==> config.mk <==
export PLATFORM = sky130hd
export DESIGN_NAME = timer_queue_manager
export DESIGN_NICKNAME = d
export VERILOG_FILES = /design/src/rtl/core/tqm_pkg.sv /design/src/rtl/core/timer_queue_manager.sv /design/src/rtl/core/tqm_ctrl.sv /design/src/rtl/core/tqm_dpath.sv
export SDC_FILE = /design/constraint.sdc
export NUM_CORES = 2
export LEC_CHECK = 0
export ABC_AREA = 0
export BUFFER_PORTS_ARGS = -buffer_cell sky130_fd_sc_hd__buf_2
export CELL_PAD_IN_SITES_DETAIL_PLACEMENT = 0
export CELL_PAD_IN_SITES_GLOBAL_PLACEMENT = 1
export CORE_MARGIN = 5
export CORE_UTILIZATION = 25
export CTS_CLUSTER_SIZE = 28
export DETAILED_ROUTE_END_ITERATION = 10
export GPL_TIMING_DRIVEN = 1
export PLACE_DENSITY_LB_ADDON = 0.1
export REMOVE_ABC_BUFFERS = 1
export SETUP_SLACK_MARGIN = 0.4
export SLEW_MARGIN = 10
export SYNTH_ARGS = -nofsm -noshare
export SYNTH_HDL_FRONTEND = slang
export SYNTH_SLANG_ARGS = --single-unit
==> constraint.sdc <==
create_clock -name clock -period 22.4 [get_ports clock]
set_clock_uncertainty 0.1 [all_clocks]
set_input_delay 4.48 -clock clock [delete_from_list [all_inputs] [get_ports clock]]
set_output_delay 4.48 -clock clock [all_outputs]
set_load 0.03 [all_outputs]
==> src/rtl/core/tqm_pkg.sv <==
// ----------------------------------------------------------------------------
// Timer queue manager package
// Shared field widths, item kinds, result status codes, the control
// interface between sequencer and datapath, and saturating time addition.
// ----------------------------------------------------------------------------
package tqm_pkg;

   // Field widths
   localparam int TIME_W   = 48;
   localparam int PERIOD_W = 32;
   localparam int ID_W     = 4;
   localparam int KIND_W   = 2;
   localparam int STATUS_W = 3;
   localparam int DELAY_W  = 32;

   // Item kinds
   localparam logic [KIND_W-1:0] KIND_ONESHOT  = 2'd0;
   localparam logic [KIND_W-1:0] KIND_PERIODIC = 2'd1;
   localparam logic [KIND_W-1:0] KIND_CANCEL   = 2'd2;
   localparam logic [KIND_W-1:0] KIND_TICK     = 2'd3;

   // Result status codes
   localparam logic [STATUS_W-1:0] ST_ARMED     = 3'd0;
   localparam logic [STATUS_W-1:0] ST_FULL      = 3'd1;
   localparam logic [STATUS_W-1:0] ST_CANCELLED = 3'd2;
   localparam logic [STATUS_W-1:0] ST_NOT_FOUND = 3'd3;
   localparam logic [STATUS_W-1:0] ST_FIRED     = 3'd4;
   localparam logic [STATUS_W-1:0] ST_IDLE_TICK = 3'd5;

   // Delay codes
   localparam logic [DELAY_W-1:0] DELAY_EMPTY = 32'hFFFF_FFFF;
   localparam logic [DELAY_W-1:0] DELAY_MAX   = 32'h7FFF_FFFF;

   // Commands from the sequencer to the datapath
   typedef struct packed {
      logic load;      // capture the input item
      logic act;       // perform arm or cancel, start a scan
      logic scan;      // examine one slot
      logic apply;     // fire the earliest timer, start a scan
      logic emit;      // load the result register
      logic fire_rsp;  // the result reports a fire
      logic last;      // the result ends the item
   } ctrl_cmd_type;

   // Status from the datapath to the sequencer
   typedef struct packed {
      logic is_tick;   // the held item is a tick
      logic due;       // the earliest timer has expired
      logic scan_done; // the scan is on its final slot
      logic out_free;  // the result register can take a value
   } dp_status_type;

   // Time addition that saturates at the largest time value
   function automatic logic [TIME_W-1:0] sat_add(input logic [TIME_W-1:0]   base,
                                                 input logic [PERIOD_W-1:0] inc);
      logic [TIME_W:0] sum;
      sum = {1'b0, base} + {{(TIME_W + 1 - PERIOD_W){1'b0}}, inc};
      if (sum[TIME_W]) begin
         return {TIME_W{1'b1}};
      end
      return sum[TIME_W-1:0];
   endfunction

endpackage

==> src/rtl/core/timer_queue_manager.sv <==
// ----------------------------------------------------------------------------
// Timer queue manager
// Slot table of one-shot and periodic timers with arm, cancel and tick
// processing, every result reporting the delay to the earliest expiry.
// ----------------------------------------------------------------------------
// For an arm or cancel item, the sequencer performs the action, examines one slot
// of the table per cycle to find the earliest expiry, and then loads the result
// register, which raises rsp_tvalid. The next input transfer can follow once the
// item's final result is loaded. A tick does the same, and for each timer it fires
// it applies the fire, rescans the whole table to report the next delay and to
// find the next due timer, and decides the result. A result the receiver does not
// take stalls the sequencer before it loads the next result. The result register
// lets the next item's input transfer happen while the final result of the
// previous item still waits.
module timer_queue_manager #(
   parameter int MAX_TIMERS = 16,  // 1 to 16, ids are four bits
   parameter int FIRE_LIMIT = 16   // 1 to 64
) (
   input  logic         clock,
   input  logic         reset,
   // Input items
   input  logic         req_tvalid,
   output logic         req_tready,
   input  logic [135:0] req_tdata,  // now_ms[47:0], when_ms[95:48],
                                    // interval_ms[127:96], target_id[131:128], zeros
   input  logic [1:0]   req_tuser,  // kind[1:0]
   // Results
   output logic         rsp_tvalid,
   input  logic         rsp_tready,
   output logic [39:0]  rsp_tdata,  // status[2:0], timer_id[6:3],
                                    // next_delay_ms[38:7], zero
   output logic         rsp_tlast
);
   import tqm_pkg::*;

   ctrl_cmd_type          cmd;
   dp_status_type         sts;
   logic [STATUS_W-1:0]   rsp_status;
   logic [ID_W-1:0]       rsp_id;
   logic [DELAY_W-1:0]    rsp_delay;

   // Sequencer
   tqm_ctrl #(
      .FIRE_LIMIT (FIRE_LIMIT)
   ) u_ctrl (
      .clock      (clock),
      .reset      (reset),
      .req_tvalid (req_tvalid),
      .req_tready (req_tready),
      .sts        (sts),
      .cmd        (cmd)
   );

   // Datapath
   tqm_dpath #(
      .MAX_TIMERS (MAX_TIMERS)
   ) u_dpath (
      .clock         (clock),
      .reset         (reset),
      .item_kind     (req_tuser),
      .item_now      (req_tdata[47:0]),
      .item_when     (req_tdata[95:48]),
      .item_interval (req_tdata[127:96]),
      .item_target   (req_tdata[131:128]),
      .cmd           (cmd),
      .sts           (sts),
      .rsp_valid     (rsp_tvalid),
      .rsp_ready     (rsp_tready),
      .rsp_status    (rsp_status),
      .rsp_id        (rsp_id),
      .rsp_delay     (rsp_delay),
      .rsp_last      (rsp_tlast)
   );

   // Result packing
   assign rsp_tdata = {1'b0, rsp_delay, rsp_id, rsp_status};

endmodule

==> src/rtl/core/tqm_ctrl.sv <==
// ----------------------------------------------------------------------------
// Timer queue manager sequencer
// Steps each item through its action, the slot scan, result transfers and
// the fire loop of a tick, and counts fires against the per-tick cap.
// ----------------------------------------------------------------------------
module tqm_ctrl #(
   parameter int FIRE_LIMIT = 16
) (
   input  logic                  clock,
   input  logic                  reset,
   input  logic                  req_tvalid,
   output logic                  req_tready,
   input  tqm_pkg::dp_status_type sts,
   output tqm_pkg::ctrl_cmd_type  cmd
);
   import tqm_pkg::*;

   localparam int CNT_W = $clog2(FIRE_LIMIT + 1);

   localparam logic [2:0] S_IDLE  = 3'd0;
   localparam logic [2:0] S_ACT   = 3'd1;
   localparam logic [2:0] S_SCAN  = 3'd2;
   localparam logic [2:0] S_EMIT  = 3'd3;
   localparam logic [2:0] S_APPLY = 3'd4;

   logic [2:0]       state_ff, state_in;
   logic [CNT_W-1:0] fire_cnt_ff, fire_cnt_in;
   logic             fired_any;
   logic             cap_hit;

   assign fired_any  = (fire_cnt_ff != '0);
   assign cap_hit    = (fire_cnt_ff == CNT_W'(FIRE_LIMIT));
   assign req_tready = (state_ff == S_IDLE);

   // Next state and commands
   always_comb begin
      state_in     = state_ff;
      cmd          = '0;
      cmd.fire_rsp = fired_any;
      cmd.last     = !fired_any || cap_hit || !sts.due;
      case (state_ff)
         S_IDLE: begin
            cmd.load = req_tvalid;
            if (req_tvalid) begin
               state_in = S_ACT;
            end
         end
         S_ACT: begin
            cmd.act  = 1'b1;
            state_in = S_SCAN;
         end
         S_SCAN: begin
            cmd.scan = 1'b1;
            if (sts.scan_done) begin
               state_in = S_EMIT;
            end
         end
         S_EMIT: begin
            if (sts.is_tick && !fired_any && sts.due) begin
               // The first due timer of a tick fires before any transfer.
               state_in = S_APPLY;
            end else if (sts.out_free) begin
               cmd.emit = 1'b1;
               state_in = cmd.last ? S_IDLE : S_APPLY;
            end
         end
         S_APPLY: begin
            cmd.apply = 1'b1;
            state_in  = S_SCAN;
         end
         default: begin
            state_in = S_IDLE;
         end
      endcase
   end

   // Fire counter for the current tick
   always_comb begin
      fire_cnt_in = fire_cnt_ff;
      if (cmd.load) begin
         fire_cnt_in = '0;
      end else if (cmd.apply) begin
         fire_cnt_in = fire_cnt_ff + CNT_W'(1);
      end
   end

   always_ff @(posedge clock) begin
      if (reset) begin
         state_ff    <= S_IDLE;
         fire_cnt_ff <= '0;
      end else begin
         state_ff    <= state_in;
         fire_cnt_ff <= fire_cnt_in;
      end
   end

   // A tick never fires more timers than the cap allows.
   a_fire_cap: assert property (@(posedge clock) disable iff (reset)
      fire_cnt_ff <= CNT_W'(FIRE_LIMIT))
      else $error("fire count exceeds the per-tick cap");

   // A fire is applied only to a timer that has expired.
   a_apply_due: assert property (@(posedge clock) disable iff (reset)
      (state_ff == S_APPLY) |-> sts.due)
      else $error("fire applied to a timer that is not due");

endmodule

==> src/rtl/core/tqm_dpath.sv <==
// ----------------------------------------------------------------------------
// Timer queue manager datapath
// Holds the slot table, the captured item, the running earliest-expiry scan,
// the delay computation and the result register.
// ----------------------------------------------------------------------------
module tqm_dpath #(
   parameter int MAX_TIMERS = 16
) (
   input  logic                           clock,
   input  logic                           reset,
   input  logic [tqm_pkg::KIND_W-1:0]     item_kind,
   input  logic [tqm_pkg::TIME_W-1:0]     item_now,
   input  logic [tqm_pkg::TIME_W-1:0]     item_when,
   input  logic [tqm_pkg::PERIOD_W-1:0]   item_interval,
   input  logic [tqm_pkg::ID_W-1:0]       item_target,
   input  tqm_pkg::ctrl_cmd_type          cmd,
   output tqm_pkg::dp_status_type         sts,
   output logic                           rsp_valid,
   input  logic                           rsp_ready,
   output logic [tqm_pkg::STATUS_W-1:0]   rsp_status,
   output logic [tqm_pkg::ID_W-1:0]       rsp_id,
   output logic [tqm_pkg::DELAY_W-1:0]    rsp_delay,
   output logic                           rsp_last
);
   import tqm_pkg::*;

   localparam int IDX_W = (MAX_TIMERS > 1) ? $clog2(MAX_TIMERS) : 1;

   // Captured item
   logic [KIND_W-1:0]   kind_ff;
   logic [TIME_W-1:0]   now_ff;
   logic [TIME_W-1:0]   when_ff;
   logic [PERIOD_W-1:0] interval_ff;
   logic [ID_W-1:0]     target_ff;

   // Slot table
   logic [MAX_TIMERS-1:0] slot_valid_ff, slot_valid_in;
   logic [TIME_W-1:0]     slot_expiry_ff [MAX_TIMERS];
   logic [PERIOD_W-1:0]   slot_period_ff [MAX_TIMERS];

   // Scan state
   logic [IDX_W-1:0]    scan_idx_ff;
   logic                best_valid_ff;
   logic [IDX_W-1:0]    best_id_ff;
   logic [TIME_W-1:0]   best_exp_ff;
   logic [PERIOD_W-1:0] best_per_ff;
   logic [IDX_W-1:0]    fired_id_ff;

   // Result of the arm or cancel action
   logic [STATUS_W-1:0] op_status_ff;
   logic [ID_W-1:0]     op_id_ff;

   // Result register
   logic                rsp_valid_ff;
   logic [STATUS_W-1:0] rsp_status_ff;
   logic [ID_W-1:0]     rsp_id_ff;
   logic [DELAY_W-1:0]  rsp_delay_ff;
   logic                rsp_last_ff;

   logic                is_arm;
   logic                free_found;
   logic [IDX_W-1:0]    free_idx;
   logic [TIME_W-1:0]   arm_expiry;
   logic [PERIOD_W-1:0] arm_period;
   logic                tgt_in_range;
   logic [IDX_W-1:0]    tgt_idx;
   logic                tgt_hit;
   logic [TIME_W-1:0]   rd_expiry;
   logic [PERIOD_W-1:0] rd_period;
   logic                rd_better;
   logic [TIME_W:0]     diff;
   logic                due;
   logic [DELAY_W-1:0]  delay;
   logic                out_free;

   // Item capture
   always_ff @(posedge clock) begin
      if (cmd.load) begin
         kind_ff     <= item_kind;
         now_ff      <= item_now;
         when_ff     <= item_when;
         interval_ff <= item_interval;
         target_ff   <= item_target;
      end
   end

   // Lowest free slot
   always_comb begin
      free_found = 1'b0;
      free_idx   = '0;
      for (int i = MAX_TIMERS - 1; i >= 0; i--) begin
         if (!slot_valid_ff[i]) begin
            free_found = 1'b1;
            free_idx   = IDX_W'(i);
         end
      end
   end

   // Arm values and cancel lookup
   assign is_arm       = (kind_ff == KIND_ONESHOT) || (kind_ff == KIND_PERIODIC);
   assign arm_expiry   = (kind_ff == KIND_ONESHOT) ? when_ff : sat_add(now_ff, interval_ff);
   assign arm_period   = (kind_ff == KIND_ONESHOT) ? '0 : interval_ff;
   assign tgt_in_range = ({1'b0, target_ff} < (ID_W + 1)'(MAX_TIMERS));
   assign tgt_idx      = target_ff[IDX_W-1:0];
   assign tgt_hit      = tgt_in_range && slot_valid_ff[tgt_idx];

   // Valid bits
   always_comb begin
      slot_valid_in = slot_valid_ff;
      if (cmd.act) begin
         if (is_arm && free_found) begin
            slot_valid_in[free_idx] = 1'b1;
         end else if ((kind_ff == KIND_CANCEL) && tgt_hit) begin
            slot_valid_in[tgt_idx] = 1'b0;
         end
      end else if (cmd.apply && (best_per_ff == '0)) begin
         slot_valid_in[best_id_ff] = 1'b0;
      end
   end

   always_ff @(posedge clock) begin
      if (reset) begin
         slot_valid_ff <= '0;
      end else begin
         slot_valid_ff <= slot_valid_in;
      end
   end

   // Expiry and period table writes
   always_ff @(posedge clock) begin
      if (cmd.act && is_arm && free_found) begin
         slot_expiry_ff[free_idx] <= arm_expiry;
         slot_period_ff[free_idx] <= arm_period;
      end else if (cmd.apply && (best_per_ff != '0)) begin
         slot_expiry_ff[best_id_ff] <= sat_add(best_exp_ff, best_per_ff);
      end
   end

   // Action result
   always_ff @(posedge clock) begin
      if (cmd.act) begin
         if (is_arm) begin
            op_status_ff <= free_found ? ST_ARMED : ST_FULL;
            op_id_ff     <= free_found ? ID_W'(free_idx) : '0;
         end else begin
            op_status_ff <= tgt_hit ? ST_CANCELLED : ST_NOT_FOUND;
            op_id_ff     <= target_ff;
         end
      end
   end

   // Earliest-expiry scan, one slot per cycle, lower id wins ties
   assign rd_expiry = slot_expiry_ff[scan_idx_ff];
   assign rd_period = slot_period_ff[scan_idx_ff];
   assign rd_better = slot_valid_ff[scan_idx_ff] && (!best_valid_ff || (rd_expiry < best_exp_ff));

   always_ff @(posedge clock) begin
      if (reset) begin
         scan_idx_ff   <= '0;
         best_valid_ff <= 1'b0;
      end else if (cmd.act || cmd.apply) begin
         scan_idx_ff   <= '0;
         best_valid_ff <= 1'b0;
      end else if (cmd.scan) begin
         scan_idx_ff <= scan_idx_ff + IDX_W'(1);
         if (rd_better) begin
            best_valid_ff <= 1'b1;
         end
      end
   end

   always_ff @(posedge clock) begin
      if (cmd.scan && rd_better) begin
         best_id_ff  <= scan_idx_ff;
         best_exp_ff <= rd_expiry;
         best_per_ff <= rd_period;
      end
      if (cmd.apply) begin
         fired_id_ff <= best_id_ff;
      end
   end

   // Delay to the earliest expiry
   assign diff = {1'b0, best_exp_ff} - {1'b0, now_ff};
   assign due  = best_valid_ff && (best_exp_ff <= now_ff);

   always_comb begin
      if (!best_valid_ff) begin
         delay = DELAY_EMPTY;
      end else if (due) begin
         delay = '0;
      end else if (diff[TIME_W-1:DELAY_W-1] != '0) begin
         delay = DELAY_MAX;
      end else begin
         delay = diff[DELAY_W-1:0];
      end
   end

   // Result register, free when empty or being taken
   assign out_free = !rsp_valid_ff || rsp_ready;

   always_ff @(posedge clock) begin
      if (reset) begin
         rsp_valid_ff <= 1'b0;
      end else if (cmd.emit) begin
         rsp_valid_ff <= 1'b1;
      end else if (rsp_ready) begin
         rsp_valid_ff <= 1'b0;
      end
   end

   always_ff @(posedge clock) begin
      if (cmd.emit) begin
         rsp_delay_ff <= delay;
         rsp_last_ff  <= cmd.last;
         if (cmd.fire_rsp) begin
            rsp_status_ff <= ST_FIRED;
            rsp_id_ff     <= ID_W'(fired_id_ff);
         end else if (kind_ff == KIND_TICK) begin
            rsp_status_ff <= ST_IDLE_TICK;
            rsp_id_ff     <= '0;
         end else begin
            rsp_status_ff <= op_status_ff;
            rsp_id_ff     <= op_id_ff;
         end
      end
   end

   assign sts.is_tick   = (kind_ff == KIND_TICK);
   assign sts.due       = due;
   assign sts.scan_done = (scan_idx_ff == IDX_W'(MAX_TIMERS - 1));
   assign sts.out_free  = out_free;

   assign rsp_valid  = rsp_valid_ff;
   assign rsp_status = rsp_status_ff;
   assign rsp_id     = rsp_id_ff;
   assign rsp_delay  = rsp_delay_ff;
   assign rsp_last   = rsp_last_ff;

   // The result register is loaded only when it can take a value.
   a_emit_free: assert property (@(posedge clock) disable iff (reset)
      cmd.emit |-> out_free)
      else $error("result loaded while a previous one is still held");

   // An arm into a free slot adds exactly one armed timer.
   a_arm_count: assert property (@(posedge clock) disable iff (reset)
      (cmd.act && is_arm && free_found) |=>
         ($countones(slot_valid_ff) == $countones($past(slot_valid_ff)) + 1))
      else $error("arm did not add exactly one timer");

endmodule
==> run metrics <==
status finished clean; first drt pass iteration count 5; footprint of the multi-input gates 0.0201 mm²; final instance area 0.0803 mm²; Remaining Overflow, GRT 0; Mean Syn Cell Area 17.6 µm²; Seq pwr share 49.2%; dpl cells 7571; Max Cap Viol 0; setup repair bufs after CTS 0; Placeable Area 0.271 mm²; drt initial violations 3040; crit path max fanout 92; first-pass GRT wire length 319 mm; Crit. End Element flop; worst hold slack 0.434 ns; dpl ws 15.29 ns; fin cells 7917; initial antenna violation count 12; Starting Density 25.2%; internal power 5.33 mW; Filler cells 26.9k; top cell type's share of synthesized area 68.1%; Mapped Cells 3877; R2R Path End u_dpath.best_exp_ff[13]; Slew Limit Fails 0; Critical Path AT 7.17 ns; Synth Cell Area 0.0683 mm²; Sw Share 22.7%; clk sinks 1582; Core Util, Final 29.6%; post-layout worst setup margin 15.55 ns; most frequent cells in the layout 1548 x edfxtp_1, 410 x mux4_2, 197 x clkbuf_16, 179 x buf_2, 173 x a21oi_1; flops & latches, synth 1582; mean number of vias per cell 4.76; Area Overhead vs Synth 17.6%; Num CTS Buffers 194; Die Y 533 µm; clock tree buffer depth 4; Root Driver clkbuf_16; Crit Path Category flop to flop; Period Utilization, post-route 30.6%; Clock Power Share 44.3%; drt drc 0; number of global-route vias before repair 39.1k; power density over the cells 85.8 mW/mm²; area occupied by registers 0.0472 mm²; total detailed-routing wirelength 230 mm; CTS tree built; Synth warnings 0; hpwl dp 147 mm; HP Class flop to flop; Tightest Pin Transition 1.19 ns; fin nets 4505; register area share after synthesis 69.1%; worst path required time 22.72 ns; Async S/R FF share, synth 0%; die area 0.284 mm²; top cells by area, synth edfxtp_1 68%, mux4_2 14%, ha_1 3.0%; combinational power share 6.4%; routed length per placed instance 29.0 µm; Buffers on Ports 179; critical path capture point u_dpath.best_exp_ff[13]; GPL Wtd Cong 0.805; Reg2Reg Setup Slack 15.55 ns; top_reg_cell synth edfxtp_1; Worst R2R Path Depth 12; GRT Util Overall 15.8%; Via Count 37.7k; Post-Place Cell Area 0.0742 mm²; largest net degree at the start of global routing 111; post-cts sizing count 0; layout cell share with drive strength beyond 1 24.7%; depth of the CTS H-tree 4; Cell variety after synth 89; Fmax 146 MHz; post-synth top area cell edfxtp_1; Max-slew headroom 20.9%; Leak 25.6 nW; P_sw 1.56 mW; Reg clk slew, reported paths 0.06 ns; startpoint types flop; most common cell after layout, fill and taps aside edfxtp_1; Post-CTS Hold Buffers 0; Post-DRT Antenna Nets 0; Rows 191; clk_lat worst skew 0.86 ns; final hold vios 0; Tmin final 6.85 ns; Max VDD drop 0.0695 mV; io pins 185; DIE WIDTH 533 µm; EDFF count, synth 1548; RSZ-0062 raised after global routing no; setup violators final 0
-- worst min path at each step --
stage	from	endpoint	slack [ns]	cells after the start
CTS	u_dpath.best_id_ff[3]	u_dpath.fired_id_ff[3]	0.43	0
global route	u_dpath.scan_idx_ff[2]	u_dpath.best_id_ff[2]	0.44	0
detailed placement	u_dpath.scan_idx_ff[2]	u_dpath.best_id_ff[2]	0.41	0
global placement	u_dpath.best_id_ff[3]	u_dpath.fired_id_ff[3]	0.42	0
finish	u_dpath.scan_idx_ff[2]	u_dpath.best_id_ff[2]	0.43	0
floorplan	u_dpath.scan_idx_ff[2]	u_dpath.best_id_ff[2]	0.37	0
-- synthesized netlist by cell type, drive strengths merged, types with 37 or more instances --
library cell and n:
a21oi 176, nand2 145, nor2 166, nor3 50
nand3 53, clkbuf 120, inv 157, a21o 57
nand4 54, o21ai 126, edfxtp 1548, buf 51
xnor2 78, and2 45, a31oi 37, ha 162
mux4 410
-- per-layer routing --
| layer | share of wire [%] | GRT usage [%] | wire (µm) | up-vias |
|---|---|---|---|---|
| li1 | - | - | - | 16500 |
| met1 | 47 | 22.5 | 108000 | 20100 |
| met2 | 48 | 26.1 | 110000 | 857 |
| met3 | 3.6 | 1.90 | 8310 | 241 |
| met4 | 1.8 | 3.13 | 4150 | 2 |
| met5 | 0.0057 | 0 | 13 | - |
-- layout make-up --
cell class,instances,area share (%)
diodes,3,0.00935
flip-flops and latches,1582,58.8
multi-input cells,1967,25.1
clock inverters,106,1.29
clock buffers,236,6.32
repair buffers,296,2.26
inverters,157,0.740
well taps,3570,5.56
-- through the flow --
step / total power, mW / setup TNS [ns]
after global placement: 3.91 / 0
after floorplan: 3.71 / -180.40
after global routing: 7.16 / 0
final: 6.89 / 0
after detailed placement: 3.91 / 0
after CTS: 7.00 / 0
-- power by group through the flow --
stage / registers, mW / logic (mW) / clock network, mW
after CTS: 3.40 / 0.455 / 3.15
final: 3.39 / 0.443 / 3.05
after global placement: 3.46 / 0.452 / 0
after global routing: 3.39 / 0.488 / 3.27
after floorplan: 3.44 / 0.270 / 0
after detailed placement: 3.46 / 0.453 / 0
-- worst max-delay path, cell delays in order, from the launching register on --
cell,delay [ns]
dfxtp_4,0.87
buf_12,0.62
buf_4,0.78
mux4_2,0.63
mux4_2,0.60
ha_1,0.35
nand4_1,0.14
nor2_1,0.08
a2111oi_0,0.39
o2111ai_1,0.27
and3_1,0.31
a2111oi_2,0.43
buf_4,0.70
-- flip-flops by register name, indices dropped and copies added, names as in the netlist, 2 cells and up, named ones only --
signal	count
u_ctrl.fire_cnt_ff	5
u_ctrl.state_ff	3
u_dpath.best_exp_ff	48
u_dpath.best_id_ff	4
u_dpath.best_per_ff	32
u_dpath.fired_id_ff	4
u_dpath.interval_ff	32
u_dpath.kind_ff	2
u_dpath.now_ff	48
u_dpath.op_id_ff	4
u_dpath.op_status_ff	2
u_dpath.rsp_delay	32
u_dpath.rsp_id	4
u_dpath.rsp_status	3
u_dpath.scan_idx_ff	4
u_dpath.slot_expiry_ff	768
u_dpath.slot_period_ff	512
u_dpath.slot_valid_ff	16
u_dpath.target_ff	4
u_dpath.when_ff	48
-- logic make-up (layout without fill, tap and decap cells) --
logic type / Yosys count / after routing / synth area share [%]
other: 1 / 4 / 0.00549
buffers and inverters: 328 / 795 / 1.86
multiplexers: 419 / 419 / 13.7
adder cells (fa/ha/maj): 165 / 165 / 3.06
XOR/XNOR: 113 / 113 / 1.45
AO/OA/AOI/OAI: 629 / 629 / 6.22
flip-flops: 1582 / 1582 / 69.1
AND/OR/NAND/NOR: 640 / 640 / 4.67
Power figures use the tool's default switching activity.
